## src/hdl/bpms_pkg.sv

```systemverilog
// ----------------------------------------------------------------------------
// bpms_pkg
// Shared types, constants and helpers for the point motion step pipeline.
// ----------------------------------------------------------------------------
`default_nettype none

package bpms_pkg;

  localparam int unsigned FRAC_BITS   = 28;
  localparam int unsigned COLOUR_BITS = 16;
  localparam int unsigned SQ_SHIFT    = 2 * FRAC_BITS - 2 * COLOUR_BITS;
  localparam int unsigned OVER_BIT    = 2 * FRAC_BITS;
  localparam int unsigned NUM_STEPS   = COLOUR_BITS;
  localparam int unsigned ADDR_W      = 5;

  localparam logic [16:0] COLOUR_ONE  = 17'h10000;
  localparam logic [16:0] COLOUR_HALF = 17'h08000;

  localparam logic signed [31:0] S32_MAX = 32'sh7FFF_FFFF;
  localparam logic signed [31:0] S32_MIN = 32'sh8000_0000;

  typedef enum logic [2:0] {
    REG_ACCEL_X   = 3'd0,
    REG_ACCEL_Y   = 3'd1,
    REG_TIME_STEP = 3'd2,
    REG_LIMIT_X   = 3'd3,
    REG_LIMIT_Y   = 3'd4
  } reg_idx_e;

  typedef struct packed {
    logic signed [31:0] pos_x;
    logic signed [31:0] pos_y;
    logic signed [31:0] vel_x;
    logic signed [31:0] vel_y;
    logic               want_colour;
  } bpms_in_t;

  typedef struct packed {
    logic signed [31:0] new_pos_x;
    logic signed [31:0] new_pos_y;
    logic signed [31:0] new_vel_x;
    logic signed [31:0] new_vel_y;
    logic [16:0]        red;
    logic [16:0]        green;
    logic [16:0]        blue;
    logic               colour_valid;
  } bpms_out_t;

  typedef struct packed {
    logic signed [31:0] accel_x;
    logic signed [31:0] accel_y;
    logic [30:0]        time_step;
    logic [30:0]        limit_x;
    logic [30:0]        limit_y;
  } bpms_cfg_t;

  // state carried through the digit-serial colour stages
  typedef struct packed {
    logic signed [31:0] pos_x;
    logic signed [31:0] pos_y;
    logic signed [31:0] vel_x;
    logic signed [31:0] vel_y;
    logic               want;
    logic               zero_x;
    logic               zero_y;
    logic               over;
    logic [31:0]        rem_x;
    logic [31:0]        den_x;
    logic [16:0]        q_x;
    logic [31:0]        rem_y;
    logic [31:0]        den_y;
    logic [16:0]        q_y;
    logic [31:0]        rad;
    logic [17:0]        srem;
    logic [15:0]        root;
  } bpms_col_t;

  function automatic logic signed [31:0] sat32(input logic signed [35:0] v);
    logic signed [31:0] r;
    if (v > 36'(S32_MAX)) begin
      r = S32_MAX;
    end else if (v < 36'(S32_MIN)) begin
      r = S32_MIN;
    end else begin
      r = v[31:0];
    end
    return r;
  endfunction

endpackage

`default_nettype wire

```

## src/hdl/bpms_colour_step.sv

```systemverilog
// ----------------------------------------------------------------------------
// bpms_colour_step
// One pipeline stage of the colour unit: one quotient bit per axis and one
// square-root digit.
// ----------------------------------------------------------------------------
`default_nettype none

module bpms_colour_step (
  input  wire logic                clk_i,
  input  wire logic                en_i,
  input  wire bpms_pkg::bpms_col_t col_i,
  output bpms_pkg::bpms_col_t      col_o
);

  bpms_pkg::bpms_col_t col_d, col_q;
  logic [32:0] rx2, ry2;
  logic [19:0] cur, trial;

  always_comb begin
    col_d = col_i;
    // restoring divide, one bit
    rx2 = {col_i.rem_x, 1'b0};
    if (rx2 >= {1'b0, col_i.den_x}) begin
      col_d.rem_x = 32'(rx2 - {1'b0, col_i.den_x});
      col_d.q_x   = {col_i.q_x[15:0], 1'b1};
    end else begin
      col_d.rem_x = rx2[31:0];
      col_d.q_x   = {col_i.q_x[15:0], 1'b0};
    end
    ry2 = {col_i.rem_y, 1'b0};
    if (ry2 >= {1'b0, col_i.den_y}) begin
      col_d.rem_y = 32'(ry2 - {1'b0, col_i.den_y});
      col_d.q_y   = {col_i.q_y[15:0], 1'b1};
    end else begin
      col_d.rem_y = ry2[31:0];
      col_d.q_y   = {col_i.q_y[15:0], 1'b0};
    end
    // square root, one digit
    cur   = {col_i.srem, col_i.rad[31:30]};
    trial = {2'b00, col_i.root, 2'b01};
    if (cur >= trial) begin
      col_d.srem = 18'(cur - trial);
      col_d.root = {col_i.root[14:0], 1'b1};
    end else begin
      col_d.srem = cur[17:0];
      col_d.root = {col_i.root[14:0], 1'b0};
    end
    col_d.rad = {col_i.rad[29:0], 2'b00};
  end

  always_ff @(posedge clk_i) begin
    if (en_i) begin
      col_q <= col_d;
    end
  end

  assign col_o = col_q;

endmodule

`default_nettype wire

```

## config.mk

```make
export PLATFORM = sky130hd
export DESIGN_NAME = bpms_colour_step
export DESIGN_NICKNAME = d
export VERILOG_FILES = /design/src/hdl/bpms_pkg.sv /design/src/hdl/bpms_colour_step.sv
export SDC_FILE = /design/constraint.sdc
export NUM_CORES = 1
export LEC_CHECK = 0
export ABC_AREA = 1
export BUFFER_PORTS_ARGS = -buffer_cell sky130_fd_sc_hd__buf_2
export CAP_MARGIN = 20
export CORE_AREA = 2 2 282 284
export CTS_BUF_LIST = sky130_fd_sc_hd__clkbuf_8
export DETAILED_ROUTE_END_ITERATION = 12
export DIE_AREA = 0 0 284 286
export GPL_ROUTABILITY_DRIVEN = 0
export PLACE_DENSITY = 0.53
export SLEW_MARGIN = 0
export SYNTH_ARGS = -nofsm -noshare
export SYNTH_HDL_FRONTEND = slang
export SYNTH_SLANG_ARGS = --single-unit
```

## constraint.sdc

```tcl
create_clock -name clk_i -period 2 [get_ports clk_i]
set_input_delay 0.1 -clock clk_i [delete_from_list [all_inputs] [get_ports clk_i]]
set_output_delay 0.1 -clock clk_i [all_outputs]
set_load 0.02 [all_outputs]
```

**After elaboration in Yosys (flattened, before gate mapping)**

Cells that the tools add are included.

- Bits in latches: 0
- Output and inout port bits: 360
- Memory bits (read-only): 0
- Bits of input ports: 362
- Bits in writable memories: 0
- Register bits after elaboration: 358
- Memories: 0

- Bitwise operators: 0
- Div/mod/pow operators: 0
- Reductions and logical operators: 0
- Mux-type cells: 5
- Shifts and indexed selects: 0
- Multipliers: 0
- $lt $le $gt $ge: 3
- Equality and inequality tests: 0
- Add/sub/neg operators: 3

Operators by type and width:

| kind | number |
|---|---|
| >= comparator 33 x 32 -> 1 bit | 2 |
| two-way mux 32 bit | 2 |
| subtractor 32 bit | 2 |
| two-way mux 34 bit | 1 |
| >= comparator 20 x 18 -> 1 bit | 1 |
| subtractor 18 bit | 1 |
| two-way mux 1 bit | 2 |

**Logic depth before layout (Yosys ltp)**

- Depth after elaboration: 2
- Gate-level depth with buffers: 17

**Least setup slack after synthesis**

Ideal clock, no wire load.

- Kind: input -> register
- Start: input col_i[8] (netlist bit)
- End: register col_q (netlist bit col_o[27]), data pin
- Buffers on the path: 1
- Required time: 1747 ps
- Slack: 296 ps
- Cell stages on the path: 11
- Data arrival time: 1450 ps
- Cells stage by stage: inv_1 > ha_1 > nand2_2 > inv_1 > a21oi_2 > nand2_1 > nand2_1 > nand4_4 > buf_12 > nand3_2 > nand2_1

RTL lines:

| what | line | RTL |
|---|---|---|
| start: declaration | bpms_colour_step.sv:11 | `input wire bpms_pkg::bpms_col_t col_i,` |
| end signal: assignment | bpms_colour_step.sv:53 | `col_q <= col_d;` |
| end: declaration | bpms_colour_step.sv:15 | `bpms_pkg::bpms_col_t col_d, col_q;` |

==> reports/metrics.yaml <==
multiInputGateArea_um2: 6300
combPwrFrac_pct: 27.2
drive_gt1_share_pct: 33.3
antenna_left: 0
die_w_um: 284
dr.pass1.iters: 5
syn_area_per_cell_um2: 9.60
intPower_w: 0.0147
p_seq_share_pct: 43.7
switchingPower_w: 0.00668
met2WireLength_um: 33400
synth-edff-count: 358
start_util_pct: 23.3
via_count: 17500
tightest_slew_ns: 0.538
grt_pass1_wl_um: 106000
core.rowCount: 103
final_cell_mix: "buf_2, nand2_1, inv_1, edfxtp_1, dlygate4sd3_1"
critPathLaunchType: "input pin"
grt_pass1_vias: 17800
n_fill_cell: 7953
power_density_nw_per_um2: 723
root_buffer: "clkbuf_8"
wl_met3_um: 4870
cap_violations: 0
place_hpwl_um: 55900
criticalPathCategory: "input pin to flop"
cts.sinks: 358
layout_min_cycle_time_ns: 1.95
fp.dieArea_um2: 81200
synth_cell_types: 38
cts_buffers: 61
power_w: 0.0214
synth_largest_area_cell: "edfxtp_1"
core-area_um2: 78400
p_clk_share_pct: 29.1
finalHoldViolCount: 0
largest_register_ffs: 358
synth-seq-cells: 358
routed_wirelength_um: 71300
grt_usage_pct: 16.9
slew_violations: 0
slew_headroom_pct: 63.8
worstPathRequired_ns: 2.41
syn_inst: 1904
swShare_pct: 31.2
end_kind: "flop"
seq_area_um2: 10800
synthFlopType: "edfxtp_1"
mostFrequentLayoutCell: "buf_2"
holdPathStages: 6
portBuffers: 717
routedWlPerCell_um: 16.5
finalSetupTns_ns: 0
setup_violations: 0
rsz0062_at_grt: "yes"
status: "finished clean"
fmax_mhz: 513
netlist_area_um2: 18300
gr-total-overflow: 0
die_y_um: 286
crit_slowest_cell: "dlygate4sd3_1"
grt_max_degree: 80
yosys_warnings: 0
max_stage_delay_ns: 0.53
topRoutingLayerUsed: "met5"
post_cts_buffers: 0
tritoncts: "yes"
wl_met1_um: 30800
p_leak_nw: 14.5
cts.clk_slew.worst_paths_ns: 0.06
crit_path_frequent_cell: "nand2_1"
synth_area_leaders: "edfxtp_1, nand2_1, inv_1"
ctsHtreeMaxLevel: 2
ys_async_sr_fraction_pct: 0
grt_antenna_before_repair: 9
synth_top_area_share_pct: 58.8
crit_chain: "dlygate4sd3_1 > buf_2 > inv_1 > ha_1 > buf_4 > nand2_1 > buf_4 > inv_1 > nand2_1 > nand2_1 > a21oi_1 > nand2_1 > nand2_1 > nand3b_1 > nand3_1 > nand2_1"
drc: 0
ys_seq_area_share_pct: 58.8
crit_arrival_ns: 2.35
clockBufferDepth: 3
cp_max_fo: 4
hp-class: "input pin to flop"
irDropWorstVdd_mv: 0.404
syn_to_final_growth_pct: 61.8
io_pins: 722
drt_iter0_markers: 926
nets: 3664
vias_per_cell: 4.07
min_period_over_period_pct: 97.4
min_from: "col_i[15]"
hold_path_end: "col_o[33]"
[cell usage after synthesis (2+ instances only)]
master / count
edfxtp_1: 358
nand3b_1: 24
a21o_1: 4
fa_1: 2
a21oi_1: 56
nand2_1: 656
nand2_2: 9
o21ai_1: 10
nand2_4: 2
or2_2: 2
buf_6: 10
and2_1: 16
inv_1: 342
nor2_2: 10
ha_1: 82
o21ai_0: 5
nor3_1: 18
o21bai_1: 6
buf_2: 8
inv_2: 3
xor2_1: 33
nand3_1: 113
buf_4: 2
nand4_1: 16
nor2_1: 91
xnor2_1: 5
nand3_2: 10
[worst max path at each step]
| stage | from | to | cells past startpoint |
|---|---|---|---|
| after floorplan | col_i[8] | col_o[27] | 11 |
| after global placement | col_i[184] | col_o[213] | 14 |
| after detailed placement | col_i[185] | col_o[217] | 14 |
| after CTS | col_i[217] | col_o[220] | 14 |
| after global routing | col_i[101] | col_o[144] | 15 |
| final | col_i[170] | col_o[223] | 16 |
[kinds of logic (layout without fill, tap and decap cells)]
kind of cell / count (synthesis) / after routing / synth area share (%)
simple gates: 972 / 972 / 22.8
xor+xnor: 38 / 38 / 1.82
buf+inv: 367 / 1721 / 8.15
compound gates: 84 / 84 / 2.51
other cells: 1 / 5 / 0.0205
flops: 358 / 358 / 58.8
fa+ha+maj: 84 / 84 / 5.83
[stage by stage]
step | utilization [%] | std cells | setup WS (ns) | hold WS [ns] | cell area (um^2)
after floorplan | - | 1905 | 0.296 | 0.199 | 18300
after global placement | 31.4 | 3851 | -0.301 | 0.276 | 24600
after detailed placement | 31.4 | 3851 | -0.260 | 0.278 | 24600
after CTS | 37.4 | 4309 | 0.0170 | 0.0610 | 29300
after global routing | 37.7 | 4311 | -0.0154 | 0.0967 | 29600
final | 37.7 | 4312 | 0.0519 | 0.135 | 29600
[per-layer routing]
layer	global-route usage, %	up-vias
li1	-	8783
met1	21.5	8090
met2	28.0	557
met3	4.17	106
met4	5.72	8
met5	0	-
[area by class of cell]
type / count / share of cell area (%)
diodes: 3 / 0.0254
clock buffers: 61 / 2.84
well taps: 1050 / 4.44
repair buffers: 1271 / 29.7
flip-flops and latches: 358 / 36.4
multi-input cells: 1180 / 21.3
inverters: 346 / 4.41
clock inverters: 43 / 0.864
[power groups by stage]
stage / Combinational (W) / Sequential, W / Clock [W]
floorplan: 0.00176 / 0.0104 / 0
global placement: 0.00515 / 0.00948 / 0
detailed placement: 0.00516 / 0.00948 / 0
CTS: 0.00576 / 0.00934 / 0.00648
global route: 0.00634 / 0.00940 / 0.00678
finish: 0.00581 / 0.00934 / 0.00623
[critical path, delay by kind of cell]
family | cells | cell delay (ns)
buffers and inverters | 6 | 1.01
AND/OR/NAND/NOR | 8 | 0.80
adder cells (fa/ha/maj) | 1 | 0.34
AO/OA/AOI/OAI | 1 | 0.11
[repair_timing]
item                       4_1_cts  5_1_grt
hold endpoints to repair       413        0
gates resized for setup          0       61
hold buffers                   354        0
setup endpoints to repair        0       64
(Power assumes the default switching activity.)
