[config.mk]
export PLATFORM = sky130hd
export DESIGN_NAME = bpms_cfg_regs
export DESIGN_NICKNAME = d
export VERILOG_FILES = /design/src/hdl/bpms_pkg.sv /design/src/hdl/bpms_cfg_regs.sv
export SDC_FILE = /design/constraint.sdc
export NUM_CORES = 1
export LEC_CHECK = 0
export BUFFER_PORTS_ARGS = -buffer_cell sky130_fd_sc_hd__buf_2
export CORE_UTILIZATION = 50
export DETAILED_ROUTE_END_ITERATION = 16
export MAX_ROUTING_LAYER = met4
export PLACE_DENSITY = 0.79
export SYNTH_ARGS = -nofsm -noshare
export SYNTH_HDL_FRONTEND = slang
export SYNTH_SLANG_ARGS = --single-unit
[constraint.sdc]
create_clock -name clk_i -period 4.35 [get_ports clk_i]
set_input_delay 0.6525 -clock clk_i [delete_from_list [all_inputs] [get_ports clk_i]]
set_output_delay 0.6525 -clock clk_i [all_outputs]
set_load 0.005 [all_outputs]
[src/hdl/bpms_pkg.sv]
// ----------------------------------------------------------------------------
// bpms_pkg
// Shared types, constants and helpers for the point motion step pipeline.
// ----------------------------------------------------------------------------
`default_nettype none

package bpms_pkg;

  localparam int unsigned FRAC_BITS   = 28;
  localparam int unsigned COLOUR_BITS = 16;
  localparam int unsigned SQ_SHIFT    = 2 * FRAC_BITS - 2 * COLOUR_BITS;
  localparam int unsigned OVER_BIT    = 2 * FRAC_BITS;
  localparam int unsigned NUM_STEPS   = COLOUR_BITS;
  localparam int unsigned ADDR_W      = 5;

  localparam logic [16:0] COLOUR_ONE  = 17'h10000;
  localparam logic [16:0] COLOUR_HALF = 17'h08000;

  localparam logic signed [31:0] S32_MAX = 32'sh7FFF_FFFF;
  localparam logic signed [31:0] S32_MIN = 32'sh8000_0000;

  typedef enum logic [2:0] {
    REG_ACCEL_X   = 3'd0,
    REG_ACCEL_Y   = 3'd1,
    REG_TIME_STEP = 3'd2,
    REG_LIMIT_X   = 3'd3,
    REG_LIMIT_Y   = 3'd4
  } reg_idx_e;

  typedef struct packed {
    logic signed [31:0] pos_x;
    logic signed [31:0] pos_y;
    logic signed [31:0] vel_x;
    logic signed [31:0] vel_y;
    logic               want_colour;
  } bpms_in_t;

  typedef struct packed {
    logic signed [31:0] new_pos_x;
    logic signed [31:0] new_pos_y;
    logic signed [31:0] new_vel_x;
    logic signed [31:0] new_vel_y;
    logic [16:0]        red;
    logic [16:0]        green;
    logic [16:0]        blue;
    logic               colour_valid;
  } bpms_out_t;

  typedef struct packed {
    logic signed [31:0] accel_x;
    logic signed [31:0] accel_y;
    logic [30:0]        time_step;
    logic [30:0]        limit_x;
    logic [30:0]        limit_y;
  } bpms_cfg_t;

  // state carried through the digit-serial colour stages
  typedef struct packed {
    logic signed [31:0] pos_x;
    logic signed [31:0] pos_y;
    logic signed [31:0] vel_x;
    logic signed [31:0] vel_y;
    logic               want;
    logic               zero_x;
    logic               zero_y;
    logic               over;
    logic [31:0]        rem_x;
    logic [31:0]        den_x;
    logic [16:0]        q_x;
    logic [31:0]        rem_y;
    logic [31:0]        den_y;
    logic [16:0]        q_y;
    logic [31:0]        rad;
    logic [17:0]        srem;
    logic [15:0]        root;
  } bpms_col_t;

  function automatic logic signed [31:0] sat32(input logic signed [35:0] v);
    logic signed [31:0] r;
    if (v > 36'(S32_MAX)) begin
      r = S32_MAX;
    end else if (v < 36'(S32_MIN)) begin
      r = S32_MIN;
    end else begin
      r = v[31:0];
    end
    return r;
  endfunction

endpackage

`default_nettype wire

[src/hdl/bpms_cfg_regs.sv]
// ----------------------------------------------------------------------------
// bpms_cfg_regs
// APB register file: accelerations, time step and range limits.
// ----------------------------------------------------------------------------
`default_nettype none

module bpms_cfg_regs (
  input  wire logic                        clk_i,
  input  wire logic                        rst_ni,
  input  wire logic                        psel,
  input  wire logic                        penable,
  input  wire logic                        pwrite,
  input  wire logic [bpms_pkg::ADDR_W-1:0] paddr,
  input  wire logic [31:0]                 pwdata,
  output logic      [31:0]                 prdata,
  output logic                             pready,
  output bpms_pkg::bpms_cfg_t              cfg_o
);

  bpms_pkg::bpms_cfg_t cfg_q, cfg_d;
  bpms_pkg::reg_idx_e  idx;
  logic                wr_en;

  assign idx    = bpms_pkg::reg_idx_e'(paddr[4:2]);
  assign wr_en  = psel & penable & pwrite;
  assign pready = 1'b1;
  assign cfg_o  = cfg_q;

  always_comb begin
    cfg_d = cfg_q;
    if (wr_en) begin
      unique case (idx)
        bpms_pkg::REG_ACCEL_X:   cfg_d.accel_x   = pwdata;
        bpms_pkg::REG_ACCEL_Y:   cfg_d.accel_y   = pwdata;
        bpms_pkg::REG_TIME_STEP: cfg_d.time_step = pwdata[30:0];
        bpms_pkg::REG_LIMIT_X:   cfg_d.limit_x   = pwdata[30:0];
        bpms_pkg::REG_LIMIT_Y:   cfg_d.limit_y   = pwdata[30:0];
        default: ;
      endcase
    end
  end

  always_comb begin
    unique case (idx)
      bpms_pkg::REG_ACCEL_X:   prdata = cfg_q.accel_x;
      bpms_pkg::REG_ACCEL_Y:   prdata = cfg_q.accel_y;
      bpms_pkg::REG_TIME_STEP: prdata = {1'b0, cfg_q.time_step};
      bpms_pkg::REG_LIMIT_X:   prdata = {1'b0, cfg_q.limit_x};
      bpms_pkg::REG_LIMIT_Y:   prdata = {1'b0, cfg_q.limit_y};
      default:                 prdata = 32'd0;
    endcase
  end

  always_ff @(posedge clk_i or negedge rst_ni) begin
    if (!rst_ni) begin
      cfg_q.accel_x   <= 32'sd268435456;
      cfg_q.accel_y   <= 32'sd0;
      cfg_q.time_step <= 31'd26844;
      cfg_q.limit_x   <= 31'd268435456;
      cfg_q.limit_y   <= 31'd134217728;
    end else begin
      cfg_q <= cfg_d;
    end
  end

endmodule

`default_nettype wire

# Yosys cells after proc, flatten, opt, wreduce, memory -nomap -nowiden

Index checks and enable logic that the tools add are counted.

Muxes and demuxes: 1
Reduce and logical (&&, ||, !) cells: 6
Eq/ne operators: 4
Bitwise operators: 2

Operator list:

| operator             | number |
|---|---|
| $pmux W32 S5         | 1 |
| $reduce_and A2 Y1    | 5 |
| $eq A3 B2 Y1 const B | 2 |
| $eq A3 B1 Y1 const B | 1 |
| $eq A3 B3 Y1 const B | 1 |
| $logic_not A3 Y1     | 1 |
| $and A1 B1 Y1        | 2 |

Input bits: 42
Output and inout bits: 190
Bits in registers: 157
Word-level logic and storage cells: 18

# Depth between registers and ports, before layout

Gate-level depths: netlist of the first run.

Word-level depth: 3
Mapped depth: 5
Depth with buffers taken out: 3

# Worst setup path before layout of the first run

Ideal clock, no wire load.

Kind: input-to-output
Start: in paddr[2] in the netlist's numbering
End: out prdata[10]
Stages on the path: 5
Data required time: 3.697 ns
Path slack: 1.904 ns
Path buffers: 2
Arrival: 1.793 ns
Cell sequence: buf_2 buf_1 mux2_2 a32oi_1 o21ai_0

Cells in the longest elaborated chain, start to end: 2
Elaborated cells between the ends (all ways): 6

Ends and longest elaborated chain:

| item                                 | RTL line            | source |
|---|---|---|
| from (decl)                          | bpms_cfg_regs.sv:13 | `input wire logic [bpms_pkg::ADDR_W-1:0] paddr,` |
| $eq A3 B3 Y1 (tied with other cells) | bpms_cfg_regs.sv:44 | `unique case (idx)` |
| $pmux W32 S5 (*)                     | bpms_cfg_regs.sv:44 |  |
| to (decl)                            | bpms_cfg_regs.sv:15 | `output logic [31:0] prdata,` |

Mark *: on every way between the ends. The rest lies on a longest branch, timed or not.

# Final worst setup path of the first run

Start: in paddr[2] in the netlist's numbering
End: out prdata[1]

The elaborated chain is that of the path after synthesis.

==> metrics.log, run 1 <==
INFO  metric detailedRoute.firstPassIterationCount = 5
INFO  metric sequentialPowerShare = 0.457
INFO  metric io-pin-count = 232
INFO  metric number_of_buffers_added_to_fix_hold_violations_after_cts = 0
INFO  metric route.final.wire_length = 20.4 mm
INFO  metric internal_power = 3.14 mW
INFO  metric hold_path_class = input port to async pin
INFO  metric timing.final.setup_violations = 0
INFO  metric max-slew-margin-rel = 0.334
INFO  metric critPathMaxFanout = 23
INFO  metric met3_usage = 0.0665
INFO  metric worstReg2RegEnd = cfg_o[12]$_DFFE_PN0P_
INFO  metric worst_margin_pin_slew = 0.998 ns
INFO  metric synth_top_cell_by_area = sky130_fd_sc_hd__dfrtp_1
INFO  metric critical_path.reg2reg.startpoint = cfg_o[12]$_DFFE_PN0P_
INFO  metric cts_inserted_buffers = 17
INFO  metric route.detailed.drc = 0
INFO  metric cts.reportedPaths.clkPinSlew = 0.06 ns
INFO  metric vias_per_cell = 5.93
INFO  metric finalWeightedCongestion = 0.839
INFO  metric n_antenna_cell = 0
INFO  metric rr_worst_depth = 1
INFO  metric core_area = 13900 um^2
INFO  metric final_critical_path_setup_slack = 0.825 ns
INFO  metric met2_usage = 0.482
INFO  metric power.leakage = 4.57 nW
INFO  metric cts_post_setup_buffers_inserted = 0
INFO  metric power_frac_comb = 0.221
INFO  metric groute.usage.overall = 0.295
INFO  metric worstSkewPairLatency = 0.43 ns
INFO  metric drt_iter0_drc = 368
INFO  metric cp-end-kind = output pin
INFO  metric area_growth_from_synthesis_to_final_layout = 26.8%
INFO  metric initial_utilization = 0.514
INFO  metric post-synth-top-area-fraction = 0.510
INFO  metric yosys_register_bits = 157
INFO  metric pwr_density_cell = 481 nW/um^2
INFO  metric netSwitchingPower = 1.23 mW
INFO  metric cap_violations = 0
INFO  metric first_global_vias = 5674
INFO  metric vdd_drop_max = 0.000314 V
INFO  metric synth.area.top_cells = sky130_fd_sc_hd__dfrtp_1 (51%), sky130_fd_sc_hd__mux2_2 (24%), sky130_fd_sc_hd__mux2_4 (6.3%)
INFO  metric grt_antenna_before_repair = 0
INFO  metric report.final.hold_viol_count = 0
INFO  metric arrival = 2.87 ns
INFO  metric slew_violations = 0
INFO  metric achievable-frequency = 284 MHz
INFO  metric cts-root-buf = sky130_fd_sc_hd__clkbuf_16
INFO  metric sequential_to_total_area_share_from_yosys_stat = 0.550
INFO  metric cts-htree-levels = 4
INFO  metric fin_worst_skew = 0 ns
INFO  metric cts.path.max_buffers = 2
INFO  metric final_min_period_over_clock_period = 0.810
INFO  metric critical_setup_path_class = input port to output pin
INFO  metric netlist_area = 7160 um^2
INFO  metric synth_cell_types = 25
INFO  metric first_pass_grt_wire_length = 31.5 mm
INFO  metric postCtsResizedCells = 0
INFO  metric drive_gt1_frac = 0.653
INFO  metric grt_start_max_net_pins = 77
INFO  metric grt_setup_unrepaired = false
INFO  metric yosysWarnings = 0
INFO  metric syn-instance-count = 496
INFO  metric wire_per_inst = 22.4 um
INFO  metric cts.sink_count = 157
INFO  metric drtAntennaViolNets = 0
INFO  metric status = complete, no violations
INFO  metric groute.layer.met1.usage = 0.353
INFO  metric route.vias.total = 5402
INFO  metric largest_reg_flops = 157
INFO  metric fp.dieW = 122 um
INFO  metric std_cell_rows = 43
INFO  metric tritoncts = done
INFO  metric synth_area_per_cell = 14.4 um^2
INFO  metric die_height = 122 um
INFO  metric worst_ep_required_time = 3.70 ns
INFO  metric place.detailed.hpwl = 13.3 mm
INFO  metric number_of_nets_in_the_layout = 760
INFO  metric setup_total_negative_slack = 0 ns
INFO  metric floorplan.die_area = 14800 um^2
INFO  metric period_minus_slack = 3.53 ns
INFO  metric pre_cts_ws = 0.855 ns
INFO  metric reg2reg_slack = 3.53 ns
INFO  metric power_frac_clock = 0.323
INFO  metric worstSetupStartpointType = input port
INFO  metric swShare = 0.280
INFO  metric globalRoute.totalOverflow = 0
INFO  metric synth_fp_nets = 538
INFO  metric top_usage_layer = met2
INFO  metric place.port_buffers = 228
INFO  metric fin_hold_ws = 0.258 ns
==> cell usage after synthesis, drive strengths merged <==
cell type  number
nand3           3
or3             2
a22oi          30
nor3            2
clkbuf         19
nor2b           3
nor2            2
dfstp          11
nor3b           2
o21ai          30
nand2           2
nand4b          1
mux2          188
dfrtp         146
buf            21
inv             1
mux2i           2
a32oi          30
conb            1
==> metrics by stage <==
step	util	cells	power (mW)	area [um^2]
floorplan	-	496	2.44	7160
global placement	0.611	879	2.92	8520
detailed placement	0.611	879	2.98	8520
CTS	0.652	911	4.39	9080
global route	0.652	911	4.56	9080
finish	0.652	911	4.37	9080
==> cells in the final DEF, fill, tap and decap left out <==
master	Yosys	routed
sky130_fd_sc_hd__a22oi_1	30	30
sky130_fd_sc_hd__a32oi_1	30	30
sky130_fd_sc_hd__buf_12	0	1
sky130_fd_sc_hd__buf_2	11	227
sky130_fd_sc_hd__buf_4	4	14
sky130_fd_sc_hd__buf_6	3	1
sky130_fd_sc_hd__bufinv_16	0	1
sky130_fd_sc_hd__clkbuf_1	19	1
sky130_fd_sc_hd__clkbuf_16	0	17
sky130_fd_sc_hd__clkbuf_8	0	3
sky130_fd_sc_hd__clkinv_2	0	5
sky130_fd_sc_hd__clkinvlp_4	0	5
sky130_fd_sc_hd__conb_1	1	1
sky130_fd_sc_hd__dfrtp_1	146	146
sky130_fd_sc_hd__dfstp_2	11	11
sky130_fd_sc_hd__inv_1	1	1
sky130_fd_sc_hd__mux2_1	6	6
sky130_fd_sc_hd__mux2_2	152	152
sky130_fd_sc_hd__mux2_4	30	30
sky130_fd_sc_hd__mux2i_1	2	2
sky130_fd_sc_hd__nand2_1	2	2
sky130_fd_sc_hd__nand3_1	3	3
sky130_fd_sc_hd__nand4b_4	1	1
sky130_fd_sc_hd__nor2_4	0	2
sky130_fd_sc_hd__nor2b_4	0	3
sky130_fd_sc_hd__nor3_1	1	1
sky130_fd_sc_hd__nor3_4	0	1
sky130_fd_sc_hd__nor3b_4	0	2
sky130_fd_sc_hd__o21ai_0	30	30
sky130_fd_sc_hd__or3_1	2	1
sky130_fd_sc_hd__or3_2	0	1
==> kinds of logic after synthesis <==
family / synth area share
mux: 0.314
flops: 0.550
compound gates: 0.0891
buf+inv: 0.0286
simple gates: 0.0175
other cells: 0.000523
==> worst max-delay path, cell delays in order <==
cell and delay, ns:
sky130_fd_sc_hd__buf_2 0.54, sky130_fd_sc_hd__buf_4 0.42, sky130_fd_sc_hd__inv_1 0.34, sky130_fd_sc_hd__buf_4 0.35, sky130_fd_sc_hd__a32oi_1 0.22, sky130_fd_sc_hd__o21ai_0 0.15
sky130_fd_sc_hd__buf_2 0.16
==> layer usage <==
metal  part of all wire  routed length (um)
met1               0.41                8370
met2               0.51               10300
met3              0.065                1330
met4              0.020                 405
met5                  0                   0
==> how the worst max path moves through the flow <==
stage | startpoint | end | slack (ns) | cells after the start
floorplan | paddr[2] | prdata[10] | 1.90 | 5
global placement | paddr[2] | prdata[1] | 0.92 | 7
detailed placement | paddr[2] | prdata[11] | 0.86 | 7
CTS | paddr[2] | prdata[11] | 0.85 | 7
global route | paddr[2] | prdata[11] | 0.74 | 7
finish | paddr[2] | prdata[1] | 0.82 | 7
==> power groups by stage <==
stage	sequential, mW	combinational, mW	clock [mW]
floorplan	2.00	0.440	0
global placement	1.98	0.940	0
detailed placement	2.01	0.966	0
CTS	1.99	0.973	1.43
global route	2.03	1.05	1.49
finish	2.00	0.963	1.41
==> final cells by class <==
class / instances / area (um^2)
timing repair buffer: 243 / 1270
sequential: 157 / 3940
multi-input combinational: 298 / 3070
inverter: 1 / 3.75
fill: 1039 / 4850
tap: 180 / 225
clock buffer: 21 / 470
clock inverter: 11 / 92.6
No activity file was read; power rests on OpenSTA's default activity.
==> inputs of run 2 (changes only) <==
--- a/config.mk
+++ b/config.mk
@@ -6,10 +6,10 @@
 export NUM_CORES = 1
 export LEC_CHECK = 0
 export BUFFER_PORTS_ARGS = -buffer_cell sky130_fd_sc_hd__buf_2
-export CORE_UTILIZATION = 50
+export CORE_UTILIZATION = 46
 export DETAILED_ROUTE_END_ITERATION = 16
 export MAX_ROUTING_LAYER = met4
-export PLACE_DENSITY = 0.79
+export PLACE_DENSITY = 0.76
 export SYNTH_ARGS = -nofsm -noshare
 export SYNTH_HDL_FRONTEND = slang
 export SYNTH_SLANG_ARGS = --single-unit
==> constraint.sdc (replaced) <==
create_clock -name clk_i -period 3 [get_ports clk_i]
set_input_delay 0.45 -clock clk_i [delete_from_list [all_inputs] [get_ports clk_i]]
set_output_delay 0.45 -clock clk_i [all_outputs]
set_load 0.005 [all_outputs]
==> metrics.log, run 2 (synthesis gave the netlist of run 1 again) <==
INFO  metric max-slew-margin-rel = 0.566
INFO  metric drtAntennaViolNets = 0
INFO  metric grt_setup_unrepaired = false
INFO  metric std_cell_rows = 45
INFO  metric status = complete, no violations
INFO  metric final_min_period_over_clock_period = 0.828
INFO  metric detailedRoute.firstPassIterationCount = 4
INFO  metric slowest_delay = 0.51 ns
INFO  metric cts.path.max_buffers = 2
INFO  metric groute.usage.overall = 0.272
INFO  metric tritoncts = done
INFO  metric drive_gt1_frac = 0.653
INFO  metric chain_of_cells_forming_the_critical_path = buf_2 > nor2b_4 > buf_12 > a32oi_1 > o21ai_0 > buf_2
INFO  metric core_area = 15200 um^2
INFO  metric critPathSlowestCell = sky130_fd_sc_hd__buf_2
INFO  metric route.final.wire_length = 20.7 mm
INFO  metric fp.dieW = 127 um
INFO  metric worst_hold_path.endpoint = cfg_o[156]$_DFFE_PN0P_
INFO  metric worst_hold_path.num_cells = 2
INFO  metric period_minus_slack = 2.48 ns
INFO  metric wire_per_inst = 22.4 um
INFO  metric setup_total_negative_slack = 0 ns
INFO  metric top_usage_layer = met2
INFO  metric grt_antenna_before_repair = 0
INFO  metric hold_path_class = input port to register
INFO  metric route.vias.total = 5369
INFO  metric vias_per_cell = 5.80
INFO  metric first_global_vias = 5698
INFO  metric cts-htree-levels = 4
INFO  metric power.leakage = 4.65 nW
INFO  metric cts.sink_count = 157
INFO  metric floorplan.die_area = 16100 um^2
INFO  metric arrival = 2.03 ns
INFO  metric report.final.hold_viol_count = 0
INFO  metric drt_iter0_drc = 272
INFO  metric hp-start = pwdata[31]
INFO  metric vdd_drop_max = 0.000384 V
INFO  metric first_pass_grt_wire_length = 31.9 mm
INFO  metric commonest_cells_after_routing_fill_and_taps_aside = sky130_fd_sc_hd__buf_2 (227), sky130_fd_sc_hd__mux2_2 (152), sky130_fd_sc_hd__dfrtp_1 (146)
INFO  metric io-pin-count = 232
INFO  metric cts-root-buf = sky130_fd_sc_hd__clkbuf_16
INFO  metric rr_worst_depth = 1
INFO  metric critical_setup_path_class = input port to output pin
INFO  metric met2_usage = 0.439
INFO  metric pwr_density_cell = 705 nW/um^2
INFO  metric grt_start_max_net_pins = 71
INFO  metric groute.layer.met1.usage = 0.329
INFO  metric slew_violations = 0
INFO  metric cts_inserted_buffers = 17
INFO  metric final_critical_path_setup_slack = 0.517 ns
INFO  metric place.port_buffers = 228
INFO  metric die_height = 127 um
INFO  metric crit_path_frequent_cell = sky130_fd_sc_hd__buf_2
INFO  metric timing.final.setup_violations = 0
INFO  metric cap_violations = 0
INFO  metric worstReg2RegEnd = cfg_o[97]$_DFFE_PN0P_
INFO  metric area_growth_from_synthesis_to_final_layout = 29.1%
INFO  metric number_of_nets_in_the_layout = 766
INFO  metric layout_commonest_cell = sky130_fd_sc_hd__buf_2
INFO  metric n_antenna_cell = 0
INFO  metric achievable-frequency = 403 MHz
INFO  metric cp-end-kind = output pin
INFO  metric initial_utilization = 0.471
INFO  metric worstSkewPairLatency = 0.41 ns
INFO  metric critical_path.reg2reg.startpoint = cfg_o[97]$_DFFE_PN0P_
INFO  metric globalRoute.totalOverflow = 0
INFO  metric finalWeightedCongestion = 0.833
INFO  metric pre_cts_ws = 0.528 ns
INFO  metric place.detailed.hpwl = 13.7 mm
INFO  metric fin_worst_skew = 0 ns
INFO  metric critPathMaxFanout = 25
INFO  metric worst_margin_pin_slew = 0.651 ns
INFO  metric worstSetupStartpointType = input port
INFO  metric route.detailed.drc = 0
INFO  metric met3_usage = 0.0654
INFO  metric cts.reportedPaths.clkPinSlew = 0.06 ns
INFO  metric reg2reg_slack = 2.20 ns
INFO  metric largest_reg_flops = 157
INFO  metric fin_hold_ws = 0.284 ns
INFO  metric worst_ep_required_time = 2.55 ns
## run 2: changes by cell type in the layout (fill, tap and decap cells not counted), sizes merged
cell / before / now
clkinv: 5 / 4
dlygate4sd3: 0 / 1
clkbuf: 21 / 22
inv: 1 / 2
bufinv: 1 / 3
clkinvlp: 5 / 2
buf: 243 / 248
## run 2: worst max-delay path, delay by kind of cell
family | cells | cell delay [ns]
and+or+nand+nor | 1 | 0.45
buffers and inverters | 3 | 0.90
AOI/OAI and AO/OA | 2 | 0.20
## run 2: what timing repair did
action	CTS	global route
hold buffers	1	0
setup endpoints to repair	0	0
buffers inserted	0	0
endpoints found under the hold margin	5	0
resized for setup	0	0
## run 2: routing by layer
| layer | vias up | routed length (um) |
|---|---|---|
| li1 | 2334 | - |
| met1 | 2760 | 8380 |
| met2 | 240 | 10300 |
| met3 | 35 | 1560 |
| met4 | 0 | 430 |
| met5 | - | 0 |
## run 2: power breakdown
group | leakage [nW] | switching (mW) | internal [mW]
Combinational | 2.37 | 0.598 | 0.817
Sequential | 1.98 | 0.331 | 2.56
Clock | 0.296 | 0.844 | 1.38
Total | 4.65 | 1.77 | 4.75
## run 2: final cells by class
type	instances	area, um^2
Fill cell	1206	5950
Sequential cell	157	3940
Multi-Input combinational cell	298	3070
Timing Repair Buffer	249	1380
Clock buffer	22	474
Tap cell	188	235
Clock inverter	10	138
Inverter	1	3.75
## run 2: worst max path at each step
stage             start                     to
2_1_floorplan  paddr[2]             prdata[10]
3_3_place_gp   paddr[3]             prdata[14]
3_5_place_dp   paddr[2]  cfg_o[95]$_DFFE_PN0P_
4_1_cts        paddr[3]             prdata[11]
5_1_grt        paddr[3]             prdata[11]
6_report       paddr[3]             prdata[12]
## run 2: per-stage QoR
stage | power (mW) | instance area (um^2) | utilization | instances
2_1_floorplan | 3.53 | 7160 | - | 496
3_3_place_gp | 4.26 | 8630 | 0.568 | 892
3_5_place_dp | 4.33 | 8630 | 0.568 | 892
4_1_cts | 6.57 | 9250 | 0.608 | 925
5_1_grt | 6.81 | 9250 | 0.608 | 925
6_report | 6.52 | 9250 | 0.608 | 925
==> inputs of run 3 (changes only) <==
--- a/config.mk
+++ b/config.mk
@@ -6,10 +6,10 @@
 export NUM_CORES = 1
 export LEC_CHECK = 0
 export BUFFER_PORTS_ARGS = -buffer_cell sky130_fd_sc_hd__buf_2
-export CORE_UTILIZATION = 46
+export CORE_UTILIZATION = 50
 export DETAILED_ROUTE_END_ITERATION = 16
 export MAX_ROUTING_LAYER = met4
-export PLACE_DENSITY = 0.76
+export PLACE_DENSITY = 0.79
 export SYNTH_ARGS = -nofsm -noshare
 export SYNTH_HDL_FRONTEND = slang
 export SYNTH_SLANG_ARGS = --single-unit
==> constraint.sdc (replaced) <==
create_clock -name clk_i -period 2.6 [get_ports clk_i]
set_input_delay 0.39 -clock clk_i [delete_from_list [all_inputs] [get_ports clk_i]]
set_output_delay 0.39 -clock clk_i [all_outputs]
set_load 0.005 [all_outputs]
==> metrics.log, run 3 (synthesis gave the netlist of run 1 again) <==
INFO  metric setup_total_negative_slack = 0 ns
INFO  metric hold_path_class = input port to async pin
INFO  metric fp.dieW = 122 um
INFO  metric number_of_buffers_added_to_fix_hold_violations_after_cts = 0
INFO  metric wire_per_inst = 22.7 um
INFO  metric chain_of_cells_forming_the_critical_path = buf_2 > nor2b_4 > buf_12 > a22oi_1 > o21ai_0 > buf_2
INFO  metric fin_hold_ws = -0.0388 ns
INFO  metric layout_commonest_cell = sky130_fd_sc_hd__buf_2
INFO  metric cts-htree-levels = 4
INFO  metric crit_path_frequent_cell = sky130_fd_sc_hd__buf_2
INFO  metric cp-end-kind = output pin
INFO  metric period_minus_slack = 2.21 ns
INFO  metric io-pin-count = 232
INFO  metric final_min_period_over_clock_period = 0.849
INFO  metric slew_violations = 0
INFO  metric vias_per_cell = 5.89
INFO  metric floorplan.die_area = 14800 um^2
INFO  metric grt_start_max_net_pins = 73
INFO  metric cts_post_setup_buffers_inserted = 0
INFO  metric initial_utilization = 0.514
INFO  metric final_critical_path_setup_slack = 0.391 ns
INFO  metric route.vias.total = 5406
INFO  metric first_global_vias = 5747
INFO  metric drt_iter0_drc = 294
INFO  metric pre_cts_ws = 0.396 ns
INFO  metric grt_setup_unrepaired = false
INFO  metric cts_inserted_buffers = 17
INFO  metric cap_violations = 0
INFO  metric numPlacedInstances = 886
INFO  metric max-slew-margin-rel = 0.529
INFO  metric cts.path.max_buffers = 2
INFO  metric number_of_nets_in_the_layout = 767
INFO  metric cts-root-buf = sky130_fd_sc_hd__clkbuf_16
INFO  metric critical_setup_path_class = input port to output pin
INFO  metric postCtsResizedCells = 0
INFO  metric worst_ep_required_time = 2.21 ns
INFO  metric arrival = 1.82 ns
INFO  metric std_cell_rows = 43
INFO  metric critPathSlowestCell = sky130_fd_sc_hd__nor2b_4
INFO  metric first_pass_grt_wire_length = 31.8 mm
INFO  metric route.detailed.drc = 0
INFO  metric nFillCells = 1011
INFO  metric achievable-frequency = 453 MHz
INFO  metric groute.usage.overall = 0.300
INFO  metric place.port_buffers = 228
INFO  metric stdcell_count = 918
INFO  metric place.detailed.hpwl = 14.1 mm
INFO  metric drtAntennaViolNets = 0
INFO  metric route.final.wire_length = 20.9 mm
INFO  metric largest_reg_flops = 157
INFO  metric worstSetupStartpointType = input port
INFO  metric crit_family = buffers and inverters
INFO  metric slowest_delay = 0.39 ns
INFO  metric finalWeightedCongestion = 0.814
INFO  metric worst-path-buf-inv = 3
INFO  metric die_height = 122 um
INFO  metric fin_worst_skew = 0 ns
INFO  metric report.final.hold_viol_count = 12
INFO  metric commonest_cells_after_routing_fill_and_taps_aside = sky130_fd_sc_hd__buf_2 (227), sky130_fd_sc_hd__mux2_2 (152), sky130_fd_sc_hd__dfrtp_1 (146)
INFO  metric worstSkewPairLatency = 0.42 ns
INFO  metric status = finished with violations
INFO  metric globalRoute.totalOverflow = 0
INFO  metric tritoncts = done
INFO  metric worst_margin_pin_slew = 0.706 ns
INFO  metric pwr_density_cell = 812 nW/um^2
INFO  metric critPathMaxFanout = 23
INFO  metric vdd_drop_max = 0.000449 V
INFO  metric power.leakage = 4.65 nW
INFO  metric timing.final.setup_violations = 0
INFO  metric grt_antenna_before_repair = 1
INFO  metric cts.sink_count = 157
INFO  metric violations = negative hold slack
INFO  metric core_area = 13900 um^2
INFO  metric detailedRoute.firstPassIterationCount = 5
INFO  metric design_power_total = 7.51 mW
INFO  metric area_growth_from_synthesis_to_final_layout = 29.0%
INFO  metric cts.reportedPaths.clkPinSlew = 0.06 ns
INFO  metric drive_gt1_frac = 0.651
run 3: changes by cell type in the layout (fill, tap and decap cells not counted), sizes merged:
cell	before	now
clkbuf	22	24
dlygate4sd3	1	0
clkinvlp	2	1
clkinv	4	3
inv	2	1
buf	248	250
diode	0	1
run 3: power by group:
| part | internal, mW | switching (mW) | total, mW |
|---|---|---|---|
| sequential | 2.95 | 0.399 | 3.35 |
| clock | 1.58 | 0.942 | 2.52 |
| combinational | 0.945 | 0.695 | 1.64 |
run 3: cell type report:
class                           count  area (um^2)  area share
Antenna cell                        1         2.50    0.000271
Clock buffer                       24          482      0.0521
Clock inverter                      7          113      0.0122
Inverter                            1         3.75    0.000406
Multi-Input combinational cell    298         3070       0.333
Sequential cell                   157         3940       0.427
Tap cell                          180          225      0.0244
Timing Repair Buffer              250         1400       0.151
run 3: per-layer routing:
metal | part of all wire | global-route usage | vias up
li1 | - | - | 2339
met1 | 0.40 | 0.361 | 2759
met2 | 0.51 | 0.473 | 260
met3 | 0.065 | 0.0688 | 48
met4 | 0.029 | 0.156 | 0
met5 | 0 | - | -
run 3: final timing paths:
check | slack (ns) | start | end | cells past startpoint
setup / recovery | 0.39 | paddr[2] | prdata[22] | 6
hold / removal | -0.04 | rst_ni | cfg_o[89]$_DFFE_PN0P_ | 1
setup reg to reg | 1.79 | cfg_o[95]$_DFFE_PN0P_ | cfg_o[95]$_DFFE_PN0P_ | 1
hold reg to reg | 0.52 | cfg_o[97]$_DFFE_PN0P_ | cfg_o[97]$_DFFE_PN0P_ | 1
max in group asynchronous | 1.85 | rst_ni | cfg_o[59]$_DFFE_PN1P_ | 2
min in group clk_i | 0.23 | pwdata[31] | cfg_o[124]$_DFFE_PN0P_ | 2
run 3: metrics by stage:
step / util / hold slack [ns] / area [um^2]
floorplan: - / 0.0944 / 7160
global placement: 0.620 / 0.448 / 8650
detailed placement: 0.620 / 0.457 / 8650
CTS: 0.663 / 0.00343 / 9240
global route: 0.663 / 0.0449 / 9240
finish: 0.663 / -0.0388 / 9240
